<file path="config.mk">
export PLATFORM = sky130hd
export DESIGN_NAME = lli_fifo
export DESIGN_NICKNAME = d
export VERILOG_FILES = /design/src/design/lli_pkg.sv /design/src/design/lli_fifo.sv
export VERILOG_INCLUDE_DIRS = /design/src /design/src/design
export SDC_FILE = /design/constraint.sdc
export NUM_CORES = 1
export LEC_CHECK = 0
export ABC_AREA = 0
export BUFFER_PORTS_ARGS = -buffer_cell sky130_fd_sc_hd__buf_2
export CAP_MARGIN = 20
export CORE_MARGIN = 2
export CORE_UTILIZATION = 45
export DETAILED_ROUTE_END_ITERATION = 6
export REMOVE_ABC_BUFFERS = 1
export SLEW_MARGIN = 25
export SYNTH_ARGS = -nofsm -noshare
export SYNTH_HDL_FRONTEND = slang
export SYNTH_SLANG_ARGS = --single-unit
</file>
<file path="constraint.sdc">
create_clock -name clk -period 28 [get_ports clk]
set_input_delay 4.2 -clock clk [delete_from_list [all_inputs] [get_ports clk]]
set_output_delay 4.2 -clock clk [all_outputs]
set_load 0.01 [all_outputs]
</file>
<file path="src/design/line_line_intersection_assert.svh">
// Assertion macros for the line intersection RTL, used by lli_fifo.
// Depends on a clk and an active-low rst_n in the scope of each use.
`ifndef LINE_LINE_INTERSECTION_ASSERT_SVH
`define LINE_LINE_INTERSECTION_ASSERT_SVH

// Same-cycle implication, disabled in reset.
`define LLI_ASSERT_IMP(lbl, ante, cons) \
    lbl: assert property (@(posedge clk) disable iff (!rst_n) (ante) |-> (cons)) \
        else $error("lli assertion failed");

// Next-cycle implication, disabled in reset.
`define LLI_ASSERT_NXT(lbl, ante, cons) \
    lbl: assert property (@(posedge clk) disable iff (!rst_n) (ante) |=> (cons)) \
        else $error("lli assertion failed");

`endif

</file>
<file path="src/design/lli_pkg.sv">
// Package for the line intersection block: widths, shared types and helpers.
// No dependencies.
`default_nettype none

package lli_pkg;

    localparam int FIELD_W     = 32;
    localparam int COORD_WIDTH = 32;
    localparam int TOL_W       = 40;

    localparam int DIFF_W  = COORD_WIDTH + 1;
    localparam int PROD_W  = 2 * DIFF_W;
    localparam int CROSS_W = PROD_W + 1;
    localparam int DEN_W   = CROSS_W + 1;
    localparam int CMP_W   = (DEN_W > TOL_W) ? DEN_W : TOL_W;
    localparam int LO_W    = (CROSS_W + 1) / 2;
    localparam int HI_W    = CROSS_W - LO_W;
    localparam int PLO_W   = LO_W + 1 + COORD_WIDTH;
    localparam int PHI_W   = HI_W + COORD_WIDTH;
    localparam int TERM_W  = CROSS_W + COORD_WIDTH;
    localparam int NUM_W   = TERM_W + 1;
    localparam int QUO_W   = COORD_WIDTH + 1;

    localparam logic [QUO_W-1:0] SAT_LIM = QUO_W'(1) << (COORD_WIDTH - 1);

    localparam int FIFO_DEPTH = 4;
    localparam int FIFO_AW    = 2;
    localparam int FIFO_CW    = FIFO_AW + 1;

    typedef logic signed [COORD_WIDTH-1:0] coord_t;

    typedef struct packed {
        coord_t px;
        coord_t py;
        coord_t qx;
        coord_t qy;
    } pts_t;

    typedef struct packed {
        logic                       parallel;
        logic signed [CROSS_W-1:0]  d1;
        logic signed [CROSS_W-1:0]  d2;
        logic signed [DEN_W-1:0]    den;
        pts_t                       pts;
    } cross_item_t;

    function automatic coord_t to_coord(input logic [FIELD_W-1:0] v);
        return coord_t'(v[COORD_WIDTH-1:0]);
    endfunction

    function automatic logic [FIELD_W-1:0] to_field(input coord_t c);
        return FIELD_W'(c);
    endfunction

endpackage

`default_nettype wire

</file>
<file path="src/design/lli_fifo.sv">
// Short queue between the front end and the divider back end.
// Depends on lli_pkg and the assertion macro header.
`default_nettype none

module lli_fifo (
    input  wire logic                 clk,
    input  wire logic                 rst_n,
    input  wire logic                 push,
    input  wire lli_pkg::cross_item_t push_data,
    output logic                      full,
    input  wire logic                 pop,
    output lli_pkg::cross_item_t      pop_data,
    output logic                      empty
);
    import lli_pkg::*;

    cross_item_t          mem_reg [FIFO_DEPTH];
    logic [FIFO_AW-1:0]   wr_ptr_reg, rd_ptr_reg;
    logic [FIFO_CW-1:0]   count_reg;

    assign full     = (count_reg == FIFO_CW'(FIFO_DEPTH));
    assign empty    = (count_reg == '0);
    assign pop_data = mem_reg[rd_ptr_reg];

    always_ff @(posedge clk or negedge rst_n)
    begin
        if (!rst_n)
        begin
            wr_ptr_reg <= '0;
            rd_ptr_reg <= '0;
            count_reg  <= '0;
        end
        else
        begin
            if (push)
            begin
                wr_ptr_reg <= wr_ptr_reg + 1'b1;
            end
            if (pop)
            begin
                rd_ptr_reg <= rd_ptr_reg + 1'b1;
            end
            if (push && !pop)
            begin
                count_reg <= count_reg + 1'b1;
            end
            else if (pop && !push)
            begin
                count_reg <= count_reg - 1'b1;
            end
        end
    end

    always_ff @(posedge clk)
    begin
        if (push)
        begin
            mem_reg[wr_ptr_reg] <= push_data;
        end
    end

`include "line_line_intersection_assert.svh"

    `LLI_ASSERT_IMP(a_count_bound, 1'b1, count_reg <= FIFO_CW'(FIFO_DEPTH))
    `LLI_ASSERT_NXT(a_push_grows, push && !pop, count_reg == $past(count_reg) + 1'b1)
    `LLI_ASSERT_NXT(a_pop_shrinks, pop && !push, count_reg == $past(count_reg) - 1'b1)
    `LLI_ASSERT_IMP(a_ptr_gap, 1'b1,
                    FIFO_AW'(wr_ptr_reg - rd_ptr_reg) == count_reg[FIFO_AW-1:0])

endmodule

`default_nettype wire

</file>
==> flow_summary.ini <==
[status]
outcome = completed

[sta]
fmax_ghz = 0.118
relSlewSlack_pct = 31.3
setup_viol = 0
setup_ws_ps = 19540
grt_setup_unrepaired = no
hold_viol = 0
clock_skew_ps = 26.9
period_share_pct = 30.2
maxSlewViolCount = 0
setup_tns_ps = 0
tightest_slew_ps = 1030
fin_crit_ps = 8460

[synth]
synth_top_area_share_pct = 82.5
synth_seq_area_share_pct = 82.9
synth_common_cells = edfxtp_1, mux4_2, buf_6, buf_2, clkbuf_1
yosys.area.top_type = edfxtp_1
ys_ff_latch = 1331
syn_area_um2 = 48200
async_flop_share_pct = 0.526
syn_inst = 1763
synth_top_flop_cell = edfxtp_1
ys_types = 19
synth_most_common_cell = edfxtp_1
synth_area_per_cell_um2 = 27.3
synth_edf_count = 1324
ys_warn_count = 0
synthTopCellsByArea = edfxtp_1, mux4_2, buf_6

[critical_path]
crit_arrival_ps = 4260
end_kind = output pin
crit_buf_inv = 4
start_kind = register
critPathLaunch = rd_ptr_reg[1]
regToRegStartpoint = wr_ptr_reg[0]
cp_top_family = buffers and inverters
worstPathCellList = buf_12 -> buf_16 -> buf_6 -> mux4_2 -> buf_2
crit_type = register to output pin
slowest_delay_ps = 940
cp_num_cells = 5
cp.required_ps = 23800
slowest_stage = dfrtp_4
cp_max_fo = 96
r2r_cells = 6

[drt]
num_vias = 21600
post_drt_wl_per_cell_um = 25.0
drtPass1Iterations = 5
drt_iter0_drc = 1350
totalWireLength_um = 102000
postRouteAntennaNets = 0
drc_errors = 0
avgViaCountPerCell = 5.31

[floorplan]
die_h_um = 331
rows = 120
die_w_um = 331
core_region_area_um2 = 107000
fp.dieArea_um2 = 110000
ios = 668
start_util_pct = 45.2

[clock_network]
post-cts-setup-buffers = 0
cts_sinks = 1331
cts_buffers = 138
cts_hold_buf = 0
clkTransAtPathRegs_ps = 60
htreeDepth = 4
cts_buffer_depth = 3
clk-insertion-delay-late_ps = 750
ctsResizeCount = 0
tritoncts = built
cts_root_buffer = clkbuf_16

[placement]
gp_congestion = 0.756
post-dp-hpwl_um = 62300
pre_cts_ws_ps = 20000
dpl-instance-area_um2 = 53000
port_buffers = 667

[finish]
register_area_um2 = 39900
multiInputGateArea_um2 = 7660
area_delta_synth_final_pct = 19.3
fin_area_um2 = 57400
drive_above_1_share_pct = 46.1
num-fill-cells = 8193
fin_nets = 2866
largest_reg_flops = 1324

[grt]
grt_start_max_net_pins = 153
grt_busiest_layer = met2
use_met2_pct = 29.6
grtUsageTotal_pct = 18.3
antenna_found_initial = 48
grt_pass1_vias = 22500
grt-ovfl-total = 0
grtUsageMet1_pct = 22.3
grt.met3_usage_pct = 6.70
grt_pass1_wl_um = 146000

[flow_run]
drv_cap = 0

[power]
ir_worst_vdd_uv = 72.4
leakagePower_nw = 19.4
finalPower_w = 0.00616
p_per_area_nw_per_um2 = 107

[worst_hold_path]
whs_path_depth = 1
hold_path_class = register to register
hold_start = count_reg[2]
-- stage by stage --
stage               hold slack [ps]  util [%]  instances
floorplan                       456         -       1689
global placement                471      49.7       3783
detailed placement              479      49.7       3783
CTS                             495      53.7       4034
global route                    515      53.9       4058
finish                          494      53.9       4064
-- cell usage in the layout (no fill, tap or decap) --
master | Yosys | final
clkinv_2 | 0 | 15
clkinv_4 | 0 | 2
bufinv_16 | 0 | 6
buf_2 | 25 | 667
clkbuf_16 | 0 | 141
mux2_2 | 1 | 1
diode_2 | 0 | 25
dfrtp_4 | 0 | 2
nor3b_1 | 1 | 1
xnor2_1 | 2 | 2
clkinvlp_4 | 0 | 4
dfrtp_1 | 7 | 5
o21ai_0 | 1 | 1
buf_12 | 0 | 6
clkinv_1 | 0 | 41
buf_6 | 30 | 3
inv_1 | 4 | 4
buf_16 | 0 | 4
and2_4 | 0 | 4
ha_1 | 5 | 5
mux4_2 | 331 | 331
clkbuf_1 | 11 | 30
clkinv_16 | 0 | 2
fa_1 | 1 | 1
edfxtp_1 | 1324 | 1324
nor2_1 | 1 | 1
xor2_1 | 4 | 4
nor3_1 | 1 | 1
nand2_1 | 2 | 2
inv_16 | 0 | 3
inv_6 | 0 | 7
buf_4 | 8 | 16
-- power by group --
group / internal (W) / total (W) / leakage [nW] / switching, W
sequential: 0.00261 / 0.00271 / 12.2 / 0.000101
combinational: 0.000759 / 0.00174 / 5.05 / 0.000981
clock: 0.000985 / 0.00172 / 2.07 / 0.000731
-- per-layer routing --
metal / up-vias / wire [um]
met5: - / 269
met4: 42 / 3130
met3: 220 / 8120
met2: 656 / 51600
met1: 11400 / 38500
li1: 9284 / -
-- kinds of logic (layout without fill, tap and decap cells) --
group                    after synthesis  count (layout)  synth area share, %
flip-flops                          1331            1331                 82.9
multiplexers                         332             332                 15.5
buffers and inverters                 78             951                 1.20
AND/OR/NAND/NOR                        9               9                0.101
adder cells (fa/ha/maj)                6               6                0.171
XOR/XNOR                               6               6                0.109
AO/OA/AOI/OAI                          1               1               0.0104
other                                  0              25                    0
-- final timing paths --
| path | to | slack [ps] |
|---|---|---|
| worst min-delay path | count_reg[2] | 490 |
| max in group asynchronous | rd_ptr_reg[1] | 24430 |
| worst max-delay path | pop_data[239] | 19540 |
| worst min register to register | count_reg[2] | 490 |
| worst max register to register | mem_reg[0][250] | 23740 |
| min in group asynchronous | count_reg[1] | 3330 |
-- area by class of cell --
type | count | share of cell area [%]
flip-flops and latches | 1331 | 69.5
multi-input cells | 354 | 13.3
repair buffers | 696 | 6.48
clock buffers | 171 | 6.34
well taps | 1403 | 3.06
clock inverters | 80 | 1.11
diodes | 25 | 0.109
inverters | 4 | 0.0261
No activity file was read; power rests on OpenSTA's default activity.
